--- src/hw/rtl/rsamx_pkg.sv ---
// Package for the RSA byte modular exponentiation block.
// Holds the function codes, the queue entry type and fixed constants. No dependencies.
package rsamx_pkg;

   localparam logic FUNC_ENCRYPT = 1'b0;
   localparam logic FUNC_DECRYPT = 1'b1;

   localparam logic [1:0] CSR_PUB_EXP  = 2'd0;
   localparam logic [1:0] CSR_PRIV_EXP = 2'd1;
   localparam logic [1:0] CSR_MODULUS  = 2'd2;

   localparam int MIN_MODULUS = 255;
   localparam logic [7:0] BYTE_MASK = 8'hFF;

   // One classified job handed from the front end to the exponentiation engine.
   typedef struct packed {
      logic        func;
      logic        bad;
      logic [31:0] base;
      logic [31:0] exponent;
      logic [31:0] modulus;
   } job_type;

endpackage

--- src/hw/rtl/rsamx_front.sv ---
// Front end: accepts transactions, selects base and exponent, flags a bad modulus
// and pushes jobs into a two-entry queue. Depends on rsamx_pkg.
module rsamx_front
   import rsamx_pkg::*;
#(
   parameter int WORD_BITS = 32
) (
   input  logic                 clock,
   input  logic                 reset,
   input  logic                 req_valid,
   output logic                 req_ready,
   input  logic                 req_func,
   input  logic [7:0]           req_plain_byte,
   input  logic [WORD_BITS-1:0] req_cipher_word,
   input  logic [WORD_BITS-1:0] pub_exp,
   input  logic [WORD_BITS-1:0] priv_exp,
   input  logic [WORD_BITS-1:0] modulus,
   output logic                 job_valid,
   input  logic                 job_ready,
   output job_type              job
);

   job_type    q_ff [2];
   job_type    q_in;
   logic [1:0] count_ff, count_in;
   logic       rd_ptr_ff, rd_ptr_in, wr_ptr_ff, wr_ptr_in;
   logic       push, pop;

   assign req_ready = (count_ff != 2'd2);
   assign push      = req_valid && req_ready;
   assign job_valid = (count_ff != 2'd0);
   assign pop       = job_valid && job_ready;
   assign job       = q_ff[rd_ptr_ff];

   always_comb begin
      q_in.func = req_func;
      q_in.bad  = ({{(32-WORD_BITS){1'b0}}, modulus} <= 32'(MIN_MODULUS));
      q_in.modulus = 32'(modulus);
      if (req_func == FUNC_ENCRYPT) begin
         q_in.base     = {24'd0, req_plain_byte};
         q_in.exponent = 32'(pub_exp);
      end else begin
         q_in.base     = 32'(req_cipher_word);
         q_in.exponent = 32'(priv_exp);
      end
      rd_ptr_in = pop ? ~rd_ptr_ff : rd_ptr_ff;
      wr_ptr_in = push ? ~wr_ptr_ff : wr_ptr_ff;
      count_in  = count_ff + {1'b0, push} - {1'b0, pop};
   end

   always_ff @(posedge clock) begin
      if (reset) begin
         count_ff  <= 2'd0;
         rd_ptr_ff <= 1'b0;
         wr_ptr_ff <= 1'b0;
      end else begin
         count_ff  <= count_in;
         rd_ptr_ff <= rd_ptr_in;
         wr_ptr_ff <= wr_ptr_in;
      end
      if (push) begin
         q_ff[wr_ptr_ff] <= q_in;
      end
   end

endmodule

--- src/hw/rtl/rsamx_modred.sv ---
// Bit-serial reduction of a 64-bit value modulo a 32-bit modulus, one
// quotient bit a cycle. Depends on nothing.
module rsamx_modred (
   input  logic        clock,
   input  logic        reset,
   input  logic        start,
   input  logic [63:0] value,
   input  logic [31:0] modulus,
   output logic        done,
   output logic [31:0] remainder
);

   logic [32:0] rem_ff, rem_in;
   logic [63:0] val_ff, val_in;
   logic [6:0]  cnt_ff, cnt_in;
   logic        busy_ff, busy_in, done_ff, done_in;
   logic [32:0] shifted;

   assign done      = done_ff;
   assign remainder = rem_ff[31:0];

   always_comb begin
      rem_in  = rem_ff;
      val_in  = val_ff;
      cnt_in  = cnt_ff;
      busy_in = busy_ff;
      done_in = 1'b0;
      shifted = {rem_ff[31:0], val_ff[63]};
      if (start) begin
         rem_in  = 33'd0;
         val_in  = value;
         cnt_in  = 7'd0;
         busy_in = 1'b1;
      end else if (busy_ff) begin
         rem_in = (shifted >= {1'b0, modulus}) ? shifted - {1'b0, modulus} : shifted;
         val_in = {val_ff[62:0], 1'b0};
         cnt_in = cnt_ff + 7'd1;
         if (cnt_ff == 7'd63) begin
            busy_in = 1'b0;
            done_in = 1'b1;
         end
      end
   end

   always_ff @(posedge clock) begin
      if (reset) begin
         busy_ff <= 1'b0;
         done_ff <= 1'b0;
      end else begin
         busy_ff <= busy_in;
         done_ff <= done_in;
      end
      rem_ff <= rem_in;
      val_ff <= val_in;
      cnt_ff <= cnt_in;
   end

endmodule

--- src/hw/rtl/rsamx_engine.sv ---
// Back end: square-and-multiply over the exponent bits with a shared
// bit-serial reducer, and a result register. Depends on rsamx_pkg, rsamx_modred.
module rsamx_engine
   import rsamx_pkg::*;
#(
   parameter int WORD_BITS = 32
) (
   input  logic                 clock,
   input  logic                 reset,
   input  logic                 job_valid,
   output logic                 job_ready,
   input  job_type              job,
   output logic                 rsp_valid,
   input  logic                 rsp_ready,
   output logic [WORD_BITS-1:0] rsp_cipher_out,
   output logic [7:0]           rsp_plain_out,
   output logic                 rsp_bad_modulus
);

   localparam logic [2:0] ST_IDLE = 3'd0;
   localparam logic [2:0] ST_BASE = 3'd1;
   localparam logic [2:0] ST_MUL  = 3'd2;
   localparam logic [2:0] ST_SQR  = 3'd3;
   localparam logic [2:0] ST_WAIT = 3'd4;
   localparam logic [2:0] ST_OUT  = 3'd5;
   localparam logic [2:0] ST_MRED = 3'd6;

   localparam int BIT_W = $clog2(WORD_BITS);

   logic [2:0]  state_ff, state_in, ret_ff, ret_in;
   logic [31:0] acc_ff, acc_in, sq_ff, sq_in, exp_ff, exp_in, mod_ff, mod_in;
   logic        func_ff, func_in;
   logic [BIT_W-1:0] bit_ff, bit_in;
   logic        red_start, red_done;
   logic [63:0] red_value;
   logic [31:0] red_rem;
   logic [31:0] prod_a, prod_b;
   logic        rsp_valid_ff, rsp_valid_in, bad_ff, bad_in;
   logic [31:0] cout_ff, cout_in;
   logic [7:0]  pout_ff, pout_in;
   logic [63:0] prod_ff;

   rsamx_modred u_red (
      .clock     (clock),
      .reset     (reset),
      .start     (red_start),
      .value     (red_value),
      .modulus   (mod_ff),
      .done      (red_done),
      .remainder (red_rem)
   );

   assign job_ready       = (state_ff == ST_IDLE) && !rsp_valid_ff;
   assign rsp_valid       = rsp_valid_ff;
   assign rsp_cipher_out  = WORD_BITS'(cout_ff);
   assign rsp_plain_out   = pout_ff;
   assign rsp_bad_modulus = bad_ff;
   assign red_value       = prod_ff;

   always_comb begin
      state_in     = state_ff;
      ret_in       = ret_ff;
      acc_in       = acc_ff;
      sq_in        = sq_ff;
      exp_in       = exp_ff;
      mod_in       = mod_ff;
      func_in      = func_ff;
      bit_in       = bit_ff;
      red_start    = 1'b0;
      prod_a       = sq_ff;
      prod_b       = sq_ff;
      rsp_valid_in = rsp_valid_ff && !rsp_ready;
      bad_in       = bad_ff;
      cout_in      = cout_ff;
      pout_in      = pout_ff;
      case (state_ff)
         ST_IDLE: begin
            if (job_valid && job_ready) begin
               func_in = job.func;
               if (job.bad) begin
                  rsp_valid_in = 1'b1;
                  bad_in  = 1'b1;
                  cout_in = 32'd0;
                  pout_in = 8'd0;
               end else begin
                  mod_in   = job.modulus;
                  exp_in   = job.exponent;
                  acc_in   = 32'd1;
                  sq_in    = job.base;
                  bit_in   = '0;
                  state_in = ST_BASE;
               end
            end
         end
         ST_BASE: begin
            // Product register holds base * 1; reduce it.
            red_start = 1'b1;
            ret_in    = ST_MUL;
            state_in  = ST_WAIT;
         end
         ST_MUL: begin
            // acc * sq if the bit is set, else sq * sq, is reduced in the next cycle.
            if (exp_ff[0]) begin
               prod_a   = acc_ff;
               state_in = ST_MRED;
            end else begin
               state_in = ST_SQR;
            end
         end
         ST_MRED: begin
            red_start = 1'b1;
            ret_in    = ST_SQR;
            state_in  = ST_WAIT;
         end
         ST_SQR: begin
            red_start = 1'b1;
            ret_in    = ST_OUT;
            state_in  = ST_WAIT;
         end
         ST_WAIT: begin
            if (red_done) begin
               if (ret_ff == ST_SQR) begin
                  acc_in   = red_rem;
                  state_in = ST_SQR;
               end else begin
                  sq_in    = red_rem;
                  state_in = ret_ff;
                  if (ret_ff == ST_OUT) begin
                     exp_in = {1'b0, exp_ff[31:1]};
                     bit_in = bit_ff + 1'b1;
                     state_in = (bit_ff == BIT_W'(WORD_BITS - 1)) ? ST_OUT : ST_MUL;
                  end
               end
            end
         end
         ST_OUT: begin
            // The modulus exceeds 255, so 1 mod n is 1 and acc needs no reduction.
            rsp_valid_in = 1'b1;
            bad_in       = 1'b0;
            cout_in      = (func_ff == FUNC_ENCRYPT) ? acc_ff : 32'd0;
            pout_in      = (func_ff == FUNC_DECRYPT) ? (acc_ff[7:0] & BYTE_MASK) : 8'd0;
            state_in     = ST_IDLE;
         end
         default: state_in = ST_IDLE;
      endcase
   end

   always_ff @(posedge clock) begin
      if (reset) begin
         state_ff     <= ST_IDLE;
         rsp_valid_ff <= 1'b0;
      end else begin
         state_ff     <= state_in;
         rsp_valid_ff <= rsp_valid_in;
      end
      ret_ff  <= ret_in;
      acc_ff  <= acc_in;
      sq_ff   <= sq_in;
      exp_ff  <= exp_in;
      mod_ff  <= mod_in;
      func_ff <= func_in;
      bit_ff  <= bit_in;
      bad_ff  <= bad_in;
      cout_ff <= cout_in;
      pout_ff <= pout_in;
      // The base enters as base * 1 so the first reduction takes it mod n.
      if (state_ff == ST_IDLE) begin
         prod_ff <= {32'd0, job.base};
      end else begin
         prod_ff <= prod_a * prod_b;
      end
   end

endmodule

--- src/hw/rtl/rsa_byte_modexp_cipher.sv ---
// Top level of the RSA byte modular exponentiation block.
// Depends on rsamx_pkg, rsamx_front, rsamx_engine (and rsamx_modred below it).
//
//   Channel | Direction | Handshake          | Payload
//   req     | in        | req_valid/ready    | func, plain_byte, cipher_word
//   rsp     | out       | rsp_valid/ready    | cipher_out, plain_out, bad_modulus
//   csr     | in        | csr_valid/ready    | index, data
//
// Each job reduces the base, then per exponent bit multiplies if the bit is set
// and squares, each through the one bit-serial reducer. The engine takes a new job
// only when idle with no result pending; a bad modulus answers without the reducer.
// Reset is synchronous and clears state machines, queue pointers and key registers.
// A two-entry job queue lets the front accept while the engine works or its result
// waits on rsp_ready.
module rsa_byte_modexp_cipher
   import rsamx_pkg::*;
#(
   parameter int WORD_BITS = 32
) (
   input  logic                 clock,
   input  logic                 reset,
   input  logic                 req_valid,
   output logic                 req_ready,
   input  logic                 req_func,
   input  logic [7:0]           req_plain_byte,
   input  logic [WORD_BITS-1:0] req_cipher_word,
   output logic                 rsp_valid,
   input  logic                 rsp_ready,
   output logic [WORD_BITS-1:0] rsp_cipher_out,
   output logic [7:0]           rsp_plain_out,
   output logic                 rsp_bad_modulus,
   input  logic                 csr_valid,
   output logic                 csr_ready,
   input  logic [1:0]           csr_index,
   input  logic [WORD_BITS-1:0] csr_data
);

   logic [WORD_BITS-1:0] pub_exp_ff, priv_exp_ff, modulus_ff;
   logic    job_valid, job_ready;
   job_type job;

   assign csr_ready = 1'b1;

   always_ff @(posedge clock) begin
      if (reset) begin
         pub_exp_ff  <= '0;
         priv_exp_ff <= '0;
         modulus_ff  <= '0;
      end else if (csr_valid) begin
         case (csr_index)
            CSR_PUB_EXP:  pub_exp_ff  <= csr_data;
            CSR_PRIV_EXP: priv_exp_ff <= csr_data;
            CSR_MODULUS:  modulus_ff  <= csr_data;
            default: ;
         endcase
      end
   end

   rsamx_front #(.WORD_BITS(WORD_BITS)) u_front (
      .clock           (clock),
      .reset           (reset),
      .req_valid       (req_valid),
      .req_ready       (req_ready),
      .req_func        (req_func),
      .req_plain_byte  (req_plain_byte),
      .req_cipher_word (req_cipher_word),
      .pub_exp         (pub_exp_ff),
      .priv_exp        (priv_exp_ff),
      .modulus         (modulus_ff),
      .job_valid       (job_valid),
      .job_ready       (job_ready),
      .job             (job)
   );

   rsamx_engine #(.WORD_BITS(WORD_BITS)) u_engine (
      .clock           (clock),
      .reset           (reset),
      .job_valid       (job_valid),
      .job_ready       (job_ready),
      .job             (job),
      .rsp_valid       (rsp_valid),
      .rsp_ready       (rsp_ready),
      .rsp_cipher_out  (rsp_cipher_out),
      .rsp_plain_out   (rsp_plain_out),
      .rsp_bad_modulus (rsp_bad_modulus)
   );

endmodule

--- config.mk ---
export PLATFORM = sky130hd
export DESIGN_NAME = rsa_byte_modexp_cipher
export DESIGN_NICKNAME = d
export VERILOG_FILES = /design/src/hw/rtl/rsamx_pkg.sv /design/src/hw/rtl/rsamx_front.sv /design/src/hw/rtl/rsamx_modred.sv /design/src/hw/rtl/rsamx_engine.sv /design/src/hw/rtl/rsa_byte_modexp_cipher.sv
export SDC_FILE = /design/constraint.sdc
export NUM_CORES = 2
export LEC_CHECK = 0
export BUFFER_PORTS_ARGS = -buffer_cell sky130_fd_sc_hd__buf_2
export CAP_MARGIN = 20
export CORE_MARGIN = 5
export CORE_UTILIZATION = 60
export CTS_CLUSTER_SIZE = 20
export DETAILED_ROUTE_END_ITERATION = 10
export PLACE_DENSITY = 0.86
export SYNTH_ARGS = -nofsm -noshare
export SYNTH_HDL_FRONTEND = slang
export SYNTH_HIERARCHICAL = 1
export SYNTH_SLANG_ARGS = --single-unit
export TNS_END_PERCENT = 1
--- constraint.sdc ---
create_clock -name clock -period 10.7 [get_ports clock]
set_input_delay 2.14 -clock clock [delete_from_list [all_inputs] [get_ports clock]]
set_output_delay 2.14 -clock clock [all_outputs]
set_load 0.01 [all_outputs]
# After elaboration in Yosys (flattened, before gate mapping)

Memory sizes are Yosys's and may differ from the RTL's. A register that Yosys moved wholly into a read port is not among the register bits.
Cells that the tools add are included.

Bits in writable memories: 196
Memories: 1
Word-level logic and storage cells: 144
Register bits: 451

Memory list:

| name         | words | bits a word | read ports | clocked after Yosys merged registers in | write ports | line              | RTL |
|---|---|---|---|---|---|---|---|
| u_front.q_ff | 2     | 98          | 1          | 1                                       | 1           | rsamx_front.sv:23 | `job_type q_ff [2];` |

Add/subtract/negate cells: 5
Equality and inequality tests: 20
Bitwise operators: 4
Magnitude comparators: 2
Mux-type cells: 61
Reductions and logical operators: 25
Multiply operators: 1

Operator list:

| operator            | number |
|---|---|
| $mux 32             | 20 |
| $pmux 32 s2         | 4 |
| $mux 64             | 3 |
| $mul 32x32->64      | 1 |
| $ge 33x32->1        | 1 |
| $le 32x8->1 const B | 1 |
| $sub 32x32->32      | 1 |
| $mux 5              | 5 |
| $mux 8              | 3 |
| $mux 3              | 7 |
| $pmux 8 s2          | 1 |
| $mux 1              | 13 |
| $eq 3x3->1 const B  | 4 |
| $ne 2x2->1 const B  | 6 |
| $pmux 3 s4          | 1 |
| $pmux 5 s2          | 1 |
| $reduce_and 5->1    | 2 |
| $eq 3x2->1 const B  | 3 |
| $pmux 3 s3          | 1 |
| $reduce_and 3->1    | 3 |
| $reduce_and 2->1    | 4 |
| $reduce_bool 2->1   | 4 |
| $add 7x1->7 const B | 1 |
| $eq 7x6->1 const B  | 1 |
| 17 further kinds    | 27 |

# Logic depth before layout (Yosys ltp)

Word-level depth: 6
Gate-level depth with buffers: 34
Gate-level depth less buffers: 30

# By module

The synthesis kept the hierarchy.

Modules (own cells, without submodules):

| module                 | cells each | area an instance (um2) | instances |
|---|---|---|---|
| rsamx_engine           | 4,472      | 42,592.1               | 1 |
| rsamx_front            | 410        | 8,067.7                | 1 |
| rsamx_modred           | 614        | 6,338.6                | 1 |
| rsa_byte_modexp_cipher | 353        | 3,910.0                | 1 |

# Worst setup path after synthesis

No wires, ideal clock.

Kind: register -> register
Start: register u_engine.state_ff[1]
End: register u_engine.prod_ff[63]
Library setup time: 0.060 ns
Arrival: 8.115 ns
Setup slack: 2.525 ns
Required time: 10.640 ns
Stages on the path, launching flop included: 31
Cells stage by stage: dfxtp_1 buf_2 inv_1 nor4b_1 clkbuf_1 nand2_1 nand2_1 clkbuf_1 nand2_1 fa_1 fa_1 fa_1 fa_1 inv_1 fa_1 fa_1 fa_1 inv_1 fa_1 inv_1 ha_1 buf_4 a21o_1 a21o_1 a21oi_1 o221ai_2 a221o_1 a31oi_4 nor2_2 or4_1 nand2_1

Longest elaborated chain between the ends: 3

Ends and longest elaborated chain:

| what                   | line                | RTL |
|---|---|---|
| start, declared        | rsamx_engine.sv:30  | `logic [2:0] state_ff, state_in, ret_ff, ret_in;` |
| start signal, assigned | rsamx_engine.sv:153 | `state_ff <= state_in;` |
| $eq 3x2->1             | rsamx_engine.sv:76  | `case (state_ff)` |
| $mux 32                | rsamx_engine.sv:76  |  |
| $mul 32x32->64         | rsamx_engine.sv:170 | `prod_ff <= prod_a * prod_b;` |
| end signal, assigned   | rsamx_engine.sv:168 | `prod_ff <= {32'd0, job.base};` |
| end signal, assigned   | rsamx_engine.sv:170 |  |
| end, declared          | rsamx_engine.sv:41  | `logic [63:0] prod_ff;` |

Parallel ways exist; a longest one is shown, timed or not.
A chain may end at the register's enable or synchronous reset.

# Final worst setup path

Start: register u_engine.state_ff[1]
End: register u_engine.prod_ff[61]

Same word-level chain as after synthesis.

==> run summary <==
Tot GR Track Use -> 29.9%
Crit Path Max Fanout -> 30
R2R Path End -> u_engine/prod_ff[61]
buffers inserted during post-CTS setup optimization -> 0
WL final -> 160 mm
largest net degree at the start of global routing -> 139
die width -> 329 um
element type at the critical path start -> flop
std cell rows -> 116
Die Ht -> 329 um
fill count -> 7,375
Crit Path Category -> flop to flop
Worst Tran Pin Value -> 1120 ps
worst hold start -> modulus_ff[2]
average routed wire per standard cell -> 22.3 um
Most used DFF post-synth -> edfxtp_1
synthesized cell area -> 60,900 sq um
nets -> 7,062
flip-flop and latch area -> 17,400 sq um
starting density of the core -> 60.6%
multi-input logic area -> 38,800 sq um
Setup TNS -> 0 ps
slew margin rel. -> 25.4%
fmax -> 0.103 GHz
Async SR Flop Fraction -> 0%
Max clock buf depth -> 3
Synthesized Nets -> 7,126
Inserted Clock Buffers -> 59
clk_skew -> 37.6 ps
Setup crit end kind -> flop
CP max stage cell -> fa_1
Layout area overhead -> 6.17%
IO Port Bufs -> 122
Clock Tree Root -> clkbuf_16
Hold Crit Class -> flop to flop
GPL Wtd Cong -> 0.970
most frequent cells in the layout -> inv_1, fa_1, nand2_1
sequential area share after synthesis -> 28.5%
Layout Cells excl Fill -> 7,198
depth of the CTS H-tree -> 2
run status -> complete, no violations
Reg2Reg Depth -> 30
Mean Syn Cell Area -> 10.4 sq um
first-pass GRT wire length -> 252 mm
DRC Markers -> 0
routed vias/inst -> 5.89
DP Cell Count -> 7,078
die area -> 108,000 sq um
Final ANT Viol Nets -> 0
Tmin final -> 9680 ps
CTS sink cnt -> 648
Yosys cell types -> 96
Final Setup Violations -> 0
core area -> 100,000 sq um
Clk pin slew, worst setup/hold paths -> 70 ps
DR iter-0 viols -> 4,647
1st-pass router iterations -> 9
CTS tree -> yes
max_cap viols -> 0
flops & latches, synth -> 648
post-cts resize count -> 0
pre-CTS setup slack -> 1340 ps
Boundary Pins -> 124
Worst-Skew Late Latency -> 670 ps
slowest stage delay, CP -> 610 ps
DP HPWL -> 120 mm
cell mode on critical path -> fa_1
Synth warnings -> 6
Hold EP -> u_front/q_ff[1][2]
Final period util -> 90.5%
RSZ-0062 raised after global routing -> false
Hold-fix buffers, CTS -> 0
Max Slew Vio Count -> 0
cells after synthesis -> 5,849
vias in the first global route -> 45,000
grt ovf -> 0
layout cell share with drive strength beyond 1 -> 10.0%
CP Data Arrival Time -> 10,200 ps
Fin. Hold Viols -> 0
CP required -> 11,220 ps
initial antenna violation count -> 10
setup ws final -> 1020 ps
r2r startpoint -> u_engine/state_ff[1]
flop-to-flop setup slack -> 1020 ps
Vias -> 42,400
Post-synth EDFFs -> 438
hold path cells -> 0
==> Yosys cell counts (all sizes together), types with 3 or more instances <==
master   count  share of area, %
inv        900               5.5
fa         897                29
nand2      765               4.7
and2       648               6.7
edfxtp     438                22
ha         300               6.2
clkbuf     281               1.7
dfxtp      210               6.9
mux2       203               3.9
nand2b     144               1.5
nor2       139              0.87
a21oi      134               1.1
mux2i      106               1.7
o21ai      104              0.89
a21o        83               1.0
buf         61              0.70
and3        49              0.52
xnor2       45              0.65
xor2        41              0.59
o21a        32              0.39
nand4       31              0.32
nand3       27              0.22
nor3        25              0.21
o21bai      21              0.26
a311oi      20              0.34
a31oi       19              0.22
nor2b       14              0.16
or3         13              0.13
a211oi       9              0.13
nor4         9             0.092
o211ai       9              0.12
nand3b       7             0.086
nor3b        6             0.090
o31ai        6             0.082
o211a        5             0.082
or2          5             0.051
a2111oi      3              0.12
a221o        3             0.049
a221oi       3             0.072
or4          3             0.039
==> critical path: cells and delay by family, from the launching register on <==
kind / cells / cell delay (ps)
flip-flops: 1 / 510
buffers and inverters: 7 / 1130
adder cells (fa/ha/maj): 9 / 4550
AO/OA/AOI/OAI: 3 / 1010
XOR/XNOR: 1 / 150
AND/OR/NAND/NOR: 10 / 2160
==> how the worst max path moves through the flow <==
stage                         start  cells past startpoint                   end  slack [ps]
6_report       u_engine/state_ff[1]                     30  u_engine/prod_ff[61]        1020
5_1_grt        u_engine/state_ff[1]                     30  u_engine/prod_ff[61]         860
3_3_place_gp   u_engine/state_ff[1]                     29  u_engine/prod_ff[34]        1640
2_1_floorplan  u_engine/state_ff[1]                     30  u_engine/prod_ff[63]        2530
3_5_place_dp   u_engine/state_ff[1]                     29  u_engine/prod_ff[49]        1340
4_1_cts        u_engine/state_ff[1]                     29  u_engine/prod_ff[61]        1280
==> per-layer routing <==
layer / share of wire [%] / wire (um) / GRT usage [%] / vias up
li1: - / - / - / 18200
met1: 37 / 59600 / 39.1 / 21100
met2: 46 / 73900 / 48.0 / 2551
met3: 12 / 19300 / 8.45 / 550
met4: 4.6 / 7410 / 11.6 / 8
met5: 0.036 / 57 / 0 / -
==> flip-flops by register name, indices dropped and copies added (netlist names), 5 cells and up, named ones only <==
name and cells:
modulus_ff 32, priv_exp_ff 32, pub_exp_ff 32, u_engine/acc_ff 32, u_engine/bit_ff 5, u_engine/exp_ff 32
u_engine/mod_ff 32, u_engine/prod_b 32, u_engine/prod_ff 64, u_engine/rsp_cipher_out 32, u_engine/rsp_plain_out 8, u_engine/u_red/cnt_ff 7
u_engine/u_red/rem_ff 32, u_engine/u_red/val_ff 64, u_front/q_ff 196
==> cells by family (layout without fill, tap and decap cells) <==
family                     Yosys count  after routing  synth area share [%]
and+or+nand+nor                   1893           1893                  15.8
DFF                                648            648                  28.5
adders and majority gates         1197           1197                  35.6
AOI/OAI and AO/OA                  473            473                  5.26
xor gates and xnor gates            86             86                  1.24
buffers and inverters             1242           1229                  7.98
other                                1              6               0.00616
muxes                              309            309                  5.62
==> cell type report <==
type / count / share of cell area, %
multi-input combinational: 3959 / 60.0
sequential: 648 / 26.8
inverter: 900 / 5.23
tap: 1357 / 2.63
clock buffer: 79 / 2.62
timing repair buffer: 217 / 2.11
clock inverter: 33 / 0.584
antenna: 5 / 0.0193
==> metrics by stage <==
step           hold slack [ps]  instance area, sq um  utilization [%]
3_5_place_dp               446                 62500             62.2
3_3_place_gp               434                 62500             62.2
6_report                   462                 64700             64.4
5_1_grt                    487                 64700             64.4
2_1_floorplan              427                 60900                -
4_1_cts                    467                 64600             64.3
Power is not shown: default switching activity piles up to over one toggle a cycle in this logic, so the estimate is an artifact.
